## config.mk

```make
export PLATFORM = sky130hd
export DESIGN_NAME = kmp_first_match_finder_flat
export DESIGN_NICKNAME = d
export VERILOG_FILES = /design/src/rtl/kmp_pkg.sv /design/src/rtl/kmp_stream_if.sv /design/src/rtl/kmp_cell.sv /design/src/rtl/kmp_first_match_finder.sv /design/src/flat_wrapper.sv
export VERILOG_INCLUDE_DIRS = /design/src /design/src/rtl
export SDC_FILE = /design/constraint.sdc
export NUM_CORES = 1
export LEC_CHECK = 0
export BUFFER_PORTS_ARGS = -buffer_cell sky130_fd_sc_hd__buf_2
export CAP_MARGIN = 20
export CORE_UTILIZATION = 35
export CTS_BUF_LIST = sky130_fd_sc_hd__clkbuf_16
export CTS_CLUSTER_DIAMETER = 120
export DETAILED_ROUTE_END_ITERATION = 6
export SETUP_SLACK_MARGIN = 0.2
export SYNTH_ARGS = -nofsm -noshare
export SYNTH_HDL_FRONTEND = slang
export SYNTH_SLANG_ARGS = --single-unit
```

## constraint.sdc

```tcl
create_clock -name clk -period 2.87 [get_ports clk]
set_input_delay 0.861 -clock clk [delete_from_list [all_inputs] [get_ports clk]]
set_output_delay 0.861 -clock clk [all_outputs]
set_load 0.02 [all_outputs]
```

## src/rtl/kmp_first_match_finder_assert.svh

```systemverilog
// assertion macros shared by the string match block
`ifndef KMP_FIRST_MATCH_FINDER_ASSERT_SVH
`define KMP_FIRST_MATCH_FINDER_ASSERT_SVH

// same-cycle implication, checked outside reset
`define KMP_ASSERT_NOW(label, ante, cons, msg) \
	label: assert property (@(posedge clk) disable iff (!arst_n) (ante) |-> (cons)) \
		else $error(msg);

// next-cycle implication, checked outside reset
`define KMP_ASSERT_NEXT(label, ante, cons, msg) \
	label: assert property (@(posedge clk) disable iff (!arst_n) (ante) |=> (cons)) \
		else $error(msg);

`endif

```

## src/rtl/kmp_pkg.sv

```systemverilog
// types and constants of the first-match string search block
package kmp_pkg;

	// configuration register indexes
	localparam logic [1:0] REG_PATTERN_LOW    = 2'd0;
	localparam logic [1:0] REG_PATTERN_HIGH   = 2'd1;
	localparam logic [1:0] REG_PATTERN_LENGTH = 2'd2;

	localparam int CFG_INDEX_W   = 2;
	localparam int CFG_DATA_W    = 64;
	localparam int LENGTH_W      = 5;
	localparam int BYTES_PER_REG = 8;
	localparam int PATTERN_BYTES = 16;
	localparam int RESULT_OFFSET_W = 32;

	// text byte transaction
	typedef struct packed {
		logic [7:0] text_byte;
		logic       last_byte;
	} kmp_text_t;

	// result transaction
	typedef struct packed {
		logic                       found;
		logic [RESULT_OFFSET_W-1:0] start_offset;
	} kmp_result_t;

	// control shared by every cell of the row
	typedef struct packed {
		logic advance;
		logic clear;
	} kmp_cell_ctrl_t;

endpackage

```

## src/rtl/kmp_stream_if.sv

```systemverilog
// valid/ready stream channel carrying one payload
interface kmp_stream_if #(
	parameter type payload_t = logic
) ();
	logic     valid;
	logic     ready;
	payload_t payload;

	modport source (output valid, output payload, input ready);
	modport sink   (input valid, input payload, output ready);
endinterface

```

## src/rtl/kmp_cell.sv

```systemverilog
// one matcher cell: tracks whether the pattern prefix ending at this byte matches
module kmp_cell
	import kmp_pkg::*;
(
	input  logic           clk,
	input  logic           arst_n,
	input  kmp_cell_ctrl_t ctrl,
	input  logic           prev_hit,
	input  logic [7:0]     pattern_byte,
	input  logic [7:0]     text_byte,
	output logic           hit_next,
	output logic           hit_q
);

	// prefix through this byte matches if the shorter prefix matched last byte
	assign hit_next = prev_hit & (text_byte == pattern_byte);

	// hit flag, handed to the next cell on the following byte
	always_ff @(posedge clk or negedge arst_n) begin
		if (!arst_n) begin
			hit_q <= 1'b0;
		end else if (ctrl.clear) begin
			hit_q <= 1'b0;
		end else if (ctrl.advance) begin
			hit_q <= hit_next;
		end
	end

endmodule

```

## src/rtl/kmp_first_match_finder.sv

```systemverilog
// first-match string search over a byte stream, top level
// Takes one text byte per cycle and reports the first place a pattern of
// 1 to MAX_PATTERN bytes occurs. A row of MAX_PATTERN cells, one per pattern
// byte, moves the partial match one cell down on every accepted byte, so a
// match is known in the cycle its last byte is taken and the result sits in
// the output register from the next cycle on. Sustained rate is one byte per
// cycle; input stalls only while a result waits in the output register and
// the sink is not ready. A write to any pattern register restarts the search.
module kmp_first_match_finder
	import kmp_pkg::*;
#(
	parameter int MAX_PATTERN  = 16,
	parameter int OFFSET_WIDTH = 32
) (
	input  logic                   clk,
	input  logic                   arst_n,
	kmp_stream_if.sink             text,
	kmp_stream_if.source           result,
	input  logic                   write_en,
	input  logic [CFG_INDEX_W-1:0] write_index,
	input  logic [CFG_DATA_W-1:0]  write_data
);

	localparam int IDX_W = (MAX_PATTERN > 1) ? $clog2(MAX_PATTERN) : 1;

	logic [CFG_DATA_W-1:0]   pattern_low_q;
	logic [CFG_DATA_W-1:0]   pattern_high_q;
	logic [IDX_W-1:0]        used_m1_q;
	logic [OFFSET_WIDTH-1:0] offset_q;
	logic                    found_q;
	logic                    out_valid_q;
	kmp_result_t             out_q;

	kmp_text_t               in_item;
	logic                    in_fire;
	logic                    cfg_hit;
	logic                    match;
	logic                    load;
	kmp_cell_ctrl_t          ctrl;
	logic [MAX_PATTERN-1:0]  hit_next;
	logic [MAX_PATTERN-1:0]  hit_q;
	logic [LENGTH_W-1:0]     length_wr;
	logic [IDX_W-1:0]        used_m1_wr;
	logic [OFFSET_WIDTH:0]   start_diff;
	logic [OFFSET_WIDTH-1:0] start_off;
	logic [OFFSET_WIDTH+RESULT_OFFSET_W-1:0] start_ext;

	assign in_item    = text.payload;
	assign text.ready = !out_valid_q || result.ready;
	assign in_fire    = text.valid && text.ready;

	// only writes to an existing register restart the search
	assign cfg_hit = write_en && (write_index == REG_PATTERN_LOW
		|| write_index == REG_PATTERN_HIGH || write_index == REG_PATTERN_LENGTH);

	// configuration registers; length kept as clamped last index
	assign length_wr = write_data[LENGTH_W-1:0];
	always_comb begin
		if (length_wr == '0) begin
			used_m1_wr = '0;
		end else if (int'(length_wr) > MAX_PATTERN) begin
			used_m1_wr = IDX_W'(MAX_PATTERN - 1);
		end else begin
			used_m1_wr = IDX_W'(length_wr - LENGTH_W'(1));
		end
	end

	always_ff @(posedge clk or negedge arst_n) begin
		if (!arst_n) begin
			pattern_low_q  <= '0;
			pattern_high_q <= '0;
			used_m1_q      <= '0;
		end else if (write_en) begin
			case (write_index)
				REG_PATTERN_LOW: begin
					pattern_low_q <= write_data;
				end
				REG_PATTERN_HIGH: begin
					pattern_high_q <= write_data;
				end
				REG_PATTERN_LENGTH: begin
					used_m1_q <= used_m1_wr;
				end
				default: begin
				end
			endcase
		end
	end

	// row of matcher cells
	assign match = hit_next[used_m1_q];
	assign ctrl.advance = in_fire && !found_q;
	assign ctrl.clear   = cfg_hit || (in_fire && (in_item.last_byte || match));

	for (genvar i = 0; i < MAX_PATTERN; i++) begin : g_cell
		logic [7:0] pat_byte;
		logic       prev_hit;

		if (i < BYTES_PER_REG) begin : g_low
			assign pat_byte = pattern_low_q[BYTES_PER_REG*i +: BYTES_PER_REG];
		end else if (i < PATTERN_BYTES) begin : g_high
			assign pat_byte =
				pattern_high_q[BYTES_PER_REG*(i-BYTES_PER_REG) +: BYTES_PER_REG];
		end else begin : g_zero
			assign pat_byte = 8'h00;
		end

		if (i == 0) begin : g_head
			assign prev_hit = !found_q;
		end else begin : g_link
			assign prev_hit = hit_q[i-1];
		end

		kmp_cell u_cell (
			.clk          (clk),
			.arst_n       (arst_n),
			.ctrl         (ctrl),
			.prev_hit     (prev_hit),
			.pattern_byte (pat_byte),
			.text_byte    (in_item.text_byte),
			.hit_next     (hit_next[i]),
			.hit_q        (hit_q[i])
		);
	end

	// match start = current offset minus pattern length plus one, floored at zero
	assign start_diff = {1'b0, offset_q} - {1'b0, OFFSET_WIDTH'(used_m1_q)};
	assign start_off  = start_diff[OFFSET_WIDTH] ? '0 : start_diff[OFFSET_WIDTH-1:0];
	assign start_ext  = {{RESULT_OFFSET_W{1'b0}}, start_off};

	// byte offset and found flag of the current text
	always_ff @(posedge clk or negedge arst_n) begin
		if (!arst_n) begin
			offset_q <= '0;
			found_q  <= 1'b0;
		end else if (cfg_hit || (in_fire && in_item.last_byte)) begin
			offset_q <= '0;
			found_q  <= 1'b0;
		end else if (in_fire) begin
			if (offset_q != '1) begin
				offset_q <= offset_q + OFFSET_WIDTH'(1);
			end
			if (!found_q && match) begin
				found_q <= 1'b1;
			end
		end
	end

	// output register
	assign load = in_fire && !found_q && (match || in_item.last_byte);

	always_ff @(posedge clk or negedge arst_n) begin
		if (!arst_n) begin
			out_valid_q <= 1'b0;
		end else if (load) begin
			out_valid_q <= 1'b1;
		end else if (result.ready) begin
			out_valid_q <= 1'b0;
		end
	end

	always_ff @(posedge clk) begin
		if (load) begin
			out_q.found        <= match;
			out_q.start_offset <= match ? start_ext[RESULT_OFFSET_W-1:0] : '0;
		end
	end

	assign result.valid   = out_valid_q;
	assign result.payload = out_q;

	`include "kmp_first_match_finder_assert.svh"

	`KMP_ASSERT_NEXT(a_found_sticks, in_fire && match && !in_item.last_byte && !write_en,
		found_q, "match not recorded as found")
	`KMP_ASSERT_NOW(a_miss_zero, out_valid_q && !out_q.found,
		out_q.start_offset == '0, "not-found result with nonzero offset")
	`KMP_ASSERT_NEXT(a_cfg_clears, cfg_hit,
		hit_q == '0 && !found_q && offset_q == '0, "search not restarted by write")
	`KMP_ASSERT_NOW(a_stall_blocks, out_valid_q && !result.ready,
		!text.ready, "input taken while result stalled")
	`KMP_ASSERT_NEXT(a_offset_moves, in_fire && !in_item.last_byte && !write_en,
		offset_q != '0, "offset did not advance")

endmodule

```

## src/flat_wrapper.sv

```systemverilog
// flat-port wrapper written by rule: the top's interface ports become plain ports
module kmp_first_match_finder_flat import kmp_pkg::*;
#(
	parameter int MAX_PATTERN  = 16,
	parameter int OFFSET_WIDTH = 32
)
  (clk, arst_n, write_en, write_index, write_data, text_valid, text_payload, text_ready, result_valid, result_payload, result_ready);
  kmp_stream_if #(.payload_t(kmp_text_t)) text_i ();
  kmp_stream_if #(.payload_t(kmp_result_t)) result_i ();
  input  logic clk;
  input  logic arst_n;
  input  logic write_en;
  input  logic [CFG_INDEX_W-1:0] write_index;
  input  logic [CFG_DATA_W-1:0] write_data;
  input wire logic [$bits(text_i.valid)-1:0] text_valid;
  input wire logic [$bits(text_i.payload)-1:0] text_payload;
  output wire logic [$bits(text_i.ready)-1:0] text_ready;
  output wire logic [$bits(result_i.valid)-1:0] result_valid;
  output wire logic [$bits(result_i.payload)-1:0] result_payload;
  input wire logic [$bits(result_i.ready)-1:0] result_ready;
  assign text_i.valid = text_valid;
  assign text_i.payload = text_payload;
  assign text_ready = text_i.ready;
  assign result_valid = result_i.valid;
  assign result_payload = result_i.payload;
  assign result_i.ready = result_ready;
  kmp_first_match_finder #(.MAX_PATTERN(MAX_PATTERN), .OFFSET_WIDTH(OFFSET_WIDTH)) u_core (.clk(clk), .arst_n(arst_n), .text(text_i), .result(result_i), .write_en(write_en), .write_index(write_index), .write_data(write_data));
endmodule
```

**Yosys cells after proc, flatten, opt, wreduce, memory -nomap -nowiden**

Cells that the tools add are included.

- Equality and inequality tests: 19
- Bitwise logic cells: 17
- Multiplexer cells: 42
- Reduce and logical (&&, ||, !) cells: 28
- $add $sub $neg: 3
- Magnitude comparators: 2

Operators by type and width:

| cell | number |
|---|---|
| $eq 8x8->1 | 16 |
| $mux 32 | 3 |
| $mux 1 | 36 |
| $sub 32x4->33 | 1 |
| $add 32x1->32 const B | 1 |
| $ne 32x32->1 const B | 1 |
| $and 1x1->1 | 16 |
| $reduce_and 2->1 | 5 |
| $reduce_bool 2->1 | 5 |
| $mux 4 | 2 |
| $logic_and 1x1->1 | 7 |
| $logic_or 1x1->1 | 6 |
| $gt 5x5->1 const B | 1 |
| $logic_not 5->1 | 1 |
| $lt 4x5->1 const B | 1 |
| $bmux 1 s4 | 1 |
| $sub 4x1->4 const B | 1 |
| $eq 2x1->1 const B | 1 |
| $eq 2x2->1 const B | 1 |
| $logic_not 1->1 | 2 |
| $logic_not 2->1 | 1 |
| $reduce_or 2->1 | 1 |
| $not 1->1 | 1 |

- Word-level logic and storage cells: 134
- Register bits after elaboration: 214
- Bits of input ports: 80

**Logic depth before layout (Yosys ltp)**

- Depth after elaboration: 8
- Depth in mapped cells: 10
- Mapped depth without buffers: 10

**Cells and area by module**

A second synthesis with hierarchy kept.

- Cells, all modules: 1,005
- Area, all modules: 11,303.3 um^2

By module, submodules not included:

| module | instances | cells an instance | area each (um^2) | seq. area each (um^2) |
|---|---|---|---|---|
| kmp_first_match_finder | 1 | 717 | 9,021.2 | 5,144.9 |
| kmp_cell | 16 | 18 | 142.6 | 25.0 |

**Worst setup path after synthesis**

No wires, ideal clock.

- Kind: input port to flip-flop
- From: in text_payload[3]
- To: reg u_core.out_q, in the netlist u_core.result.payload[0] (enable)
- Slack: -820 ps
- Data required time: 2,478 ps
- Cell stages on the path: 9
- Data arrival time: 3,298 ps
- Library setup time: 392 ps
- Path buffers: 2
- Path through: clkbuf_1 -> buf_2 -> xnor2_1 -> nand4_1 -> o311ai_0 -> o31ai_1 -> a211o_1 -> nand2_1 -> o21a_1

- Longest elaborated chain between the ends: 6
- Elaborated cells on any way between the ends: 36

Ends and longest elaborated chain:

| element | line | RTL |
|---|---|---|
| start, declared | flat_wrapper.sv:16 | `input wire logic [$bits(text_i.payload)-1:0] text_payload;` |
| $eq 8x8->1 | kmp_cell.sv:16 | `assign hit_next = prev_hit & (text_byte == pattern_byte);` |
| $and 1x1->1 | kmp_cell.sv:16 |  |
| $bmux 1 s4 * | kmp_first_match_finder.sv:91 | `assign match = hit_next[used_m1_q];` |
| $mux 1 (implied by the code) * | kmp_first_match_finder.sv:91 |  |
| via u_core.match | kmp_first_match_finder.sv:37 | `logic match;` |
| $logic_or 1x1->1 * | kmp_first_match_finder.sv:150 | `assign load = in_fire && !found_q && (match \|\| in_item.last_byte);` |
| $logic_and 1x1->1 * | kmp_first_match_finder.sv:150 |  |
| via u_core.load | kmp_first_match_finder.sv:38 | `logic load;` |
| end, declared | kmp_first_match_finder.sv:32 | `kmp_result_t out_q;` |

Mark *: on every way through the listed nets, which the timed path passes. The rest lies on a longest branch. The select of a mux whose other input is x is not followed.
A chain may end at the register's enable or synchronous reset.

**Worst setup path after layout**

- From: reg u_core.offset_q[16]
- To: reg u_core.out_q, in the netlist u_core.result.payload[4], data pin

- Longest elaborated chain between the ends: 2

Ends and longest elaborated chain:

| element | line | RTL |
|---|---|---|
| start, declared | kmp_first_match_finder.sv:29 | `logic [OFFSET_WIDTH-1:0] offset_q;` |
| start signal, assigned | kmp_first_match_finder.sv:141 | `offset_q <= offset_q + OFFSET_WIDTH'(1);` |
| $sub 32x4->33 | kmp_first_match_finder.sv:127 | `assign start_diff = {1'b0, offset_q} - {1'b0, OFFSET_WIDTH'(used_m1_q)};` |
| $reduce_or 2->1 (no line) | n/a |  |

No other way between the ends.

==> qor_table.md <==
| Result | Reported | Unit |
|:---|:---|:---|
| Run status | finished, final reports clean | - |
| Top routing layer in use | met4 | - |
| Register bit count reported by yosys | 214 | - |
| CTS buffer count | 24 | - |
| Fillers | 2888 | - |
| Final count of hold timing violations | 0 | - |
| Global route overflow | 0 | - |
| Most common cell in the netlist | dfrtp_1 | - |
| Net count of the finished layout | 1200 | - |
| Ranking of synthesized cells by area | dfrtp_1 (42%), xnor2_1 (14%), mux2_2 (13%), edfxtp_1 (9.1%), nor2_1 (2.5%) | - |
| Worst Setup Path Type | reg -> reg | - |
| Drt pass-1 iters | 5 | - |
| Iteration-0 DRC Markers | 327 | - |
| Register-to-register path setup slack | 0.12 | ns |
| Synth top cells by count | dfrtp_1 (181), xnor2_1 (172), mux2_2 (126) | - |
| Insertion delay of the later-clocked pin in the worst-skew pair | 0.53 | ns |
| Standard cell area after detailed placement | 0.0125 | mm² |
| Vias/cell | 5.01 | - |
| H-Tree Level Count | 1 | - |
| P&R area growth vs syn | 23.1 | % |
| Time the worst path needs with I/O delays and setup | 2.75 | ns |
| Max frequency | 0.364 | GHz |
| Via count of the first global-routing pass | 7673 | - |
| Unrepaired setup endpoints after global routing | yes | - |
| Height of the die | 178 | µm |
| Number of I/O port buffers | 114 | - |
| Final weighted congestion in routability-driven placement | 0.865 | - |
| Post-DP HPWL | 18800 | µm |
| Count of distinct cell types in the synthesized netlist | 55 | - |
| Fraction of registers with async set/reset | 0.846 | - |
| Met3 wire length | 1160 | µm |
| Start point of the critical path | u_core.offset_q[16]$_DFFE_PN0P_ | - |
| Count of yosys warnings during synthesis | 0 | - |
| Final core area utilization | 0.439 | - |
| Drc violations | 0 | - |
| Power density over the cells | 635 | mW/mm² |
| Slowest stage cell on the critical path | or4_4 | - |
| Hold Crit Class | in -> async | - |
| Routed metal-1 wire length | 12000 | µm |
| CP endpoint kind | flip-flop | - |
| Startpoint class of the critical path | flip-flop | - |
| Final WL | 26300 | µm |
| Die outline area | 0.0318 | mm² |
| Global-route wire length before repair | 42300 | µm |
| Critical path peak fanout | 25 | - |
| Dominant synthesized flop cell | dfrtp_1 | - |
| Met2 routed wirelength | 12700 | µm |
| Post-synth EDFFs | 33 | - |
| Family with the most delay on the worst path | simple AND/OR/NAND/NOR gates | - |
| Share of post-route cells with drive strength above 1 | 0.336 | - |
| Initial antenna violation count | 0 | - |
| Num ports | 115 | - |
| Post-synthesis cell area | 0.0109 | mm² |
| Area of the placeable core | 0.0306 | mm² |
| Final critical-path share of the clock period | 0.958 | - |
| Worst Path Arrival | 3.00 | ns |
| Delay of the slowest critical-path stage | 0.54 | ns |
| Clk buf depth | 3 | - |
| Measured slew at the worst slew-check pin | 0.525 | ns |
| Clock input transition at the sequential cells of the worst setup and hold paths | 0.06 | ns |
| Sequential area share after synthesis | 0.506 | - |
| Antenna Nets Post-Route | 0 | - |
| Static leakage | 5.57 | nW |
| Root Driver | clkbuf_16 | - |
| Worst R2R Start | u_core.offset_q[16]$_DFFE_PN0P_ | - |
| Total setup violations reported at the end of the flow | 0 | - |
| Largest net degree at the start of global routing | 68 | - |
| Slew HR | 0.649 | - |
| Number of antenna repair diodes | 0 | - |
| Count of clock tree sinks | 214 | - |
| Fin area | 0.0134 | mm² |
| GRT Total Usage | 0.170 | - |
| Horizontal die dimension | 178 | µm |
| Count of vias placed by the detailed router | 7653 | - |
| Total number of placement rows | 64 | - |
| WL per Instance | 17.2 | µm |
| Max-slew violations | 0 | - |
| Net Count, Synth | 1048 | - |
| Crit path buffers/inverters | 2 | - |
| Worst IR drop on VDD | 0.440 | mV |
| Cts-stage hold buffer count | 0 | - |
| Cell seen most often among critical-path stages | or4_4 | - |
| Number of instances in the synthesized netlist | 961 | - |
| Average instance area after synthesis | 11.3 | µm² |
| CP required | 3.13 | ns |
| Clock tree from TritonCTS | built | - |
| Max_cap viols | 0 | - |
| CP Cell Sequence | or4_4, or4_4, or3_4, buf_4, nor2_4, a32o_2, buf_12, nor2_1 | - |
| Setup clock skew after layout | 0.0227 | ns |
| Share of the synthesized area in the top cell type | 0.416 | - |
| Library cell with the largest summed area after synthesis | dfrtp_1 | - |
| Effective utilization at floorplan | 0.356 | - |
==> cell usage in the layout (no fill, tap or decap), drive strengths merged, types with 18 or more instances in the layout <==
cell and count:
a21oi 18, buf 186, clkbuf 25, dfrtp 181, edfxtp 33, mux2 126, nand2 50, nand3 27
nand4 25, nor2 76, nor3 43, nor4 34, xnor2 172
==> stage by stage <==
step	std cells	total power, W	hold slack, ns	setup WS [ns]	TNS [ns]
after floorplan	961	0.00493	0.470	0.0170	0
after global placement	1479	0.00547	0.490	-0.472	-33.04
after detailed placement	1479	0.00550	0.506	-0.556	-37.88
after CTS	1525	0.00857	0.294	0.0643	0
after global routing	1527	0.00891	0.322	0.0101	0
final	1527	0.00851	0.292	0.122	0
==> layer usage <==
layer  vias to the layer above  global-route usage
li1                       3664                   -
met1                      3784               0.233
met2                       171               0.284
met3                        34              0.0239
met4                         0              0.0378
met5                         -                   0
==> final timing paths <==
kind / end / depth (start not counted)
worst max-delay path: u_core.result.payload[4]$_SDFFCE_PP0P_ / 8
worst min-delay path: u_core.pattern_low_q[34]$_DFFE_PN0P_ / 1
worst max register to register: u_core.result.payload[4]$_SDFFCE_PP0P_ / 8
worst min register to register: u_core.pattern_high_q[0]$_DFFE_PN0P_ / 2
max in group asynchronous: u_core.offset_q[24]$_DFFE_PN0P_ / 2
min in group clk: u_core.pattern_high_q[0]$_DFFE_PN0P_ / 2
==> sequential cells by signal, indices dropped and copies added (netlist names) <==
register / count
u_core.found_q: 1
u_core.g_cell.u_cell.hit_q: 15
u_core.offset_q: 32
u_core.pattern_high_q: 64
u_core.pattern_low_q: 64
u_core.result.payload: 33
u_core.result.valid: 1
u_core.used_m1_q: 4
==> cell families after synthesis <==
family,after synthesis,share of synthesized area
flip-flops,214,0.506
AO/OA/AOI/OAI,51,0.0288
XOR/XNOR,181,0.145
buffers and inverters,74,0.0288
AND/OR/NAND/NOR,298,0.141
adder cells (fa/ha/maj),9,0.0106
multiplexers,134,0.139
==> cell type report <==
type,instances,area [µm²],area share
repair buffers,187,1360,0.102
clock inverters,20,179,0.0133
flip-flops and latches,214,5520,0.412
inverters,13,48.8,0.00364
multi-input cells,673,5210,0.388
clock buffers,24,601,0.0448
well taps,396,495,0.0369
==> worst reg2reg max path: stages, from the launching register on <==
cell     delay (ns)
dfrtp_1        0.37
or4_4          0.54
or4_4          0.43
or3_4          0.36
buf_4          0.17
nor2_4         0.09
a32o_2         0.28
buf_12         0.19
nor2_1         0.06
==> repair_timing <==
| item | CTS | global route |
|---|---|---|
| pin swaps | 4 | 5 |
| resized for setup | 7 | 12 |
| setup endpoints to repair | 64 | 90 |
| setup buffers | 2 | 1 |
| cloned | 0 | 1 |
==> report_power, final <==
part           total [W]  switching (W)  internal, W
Clock            0.00304        0.00125      0.00179
Sequential       0.00380       0.000290      0.00351
Combinational    0.00167       0.000798     0.000872
(Power assumes the default switching activity.)
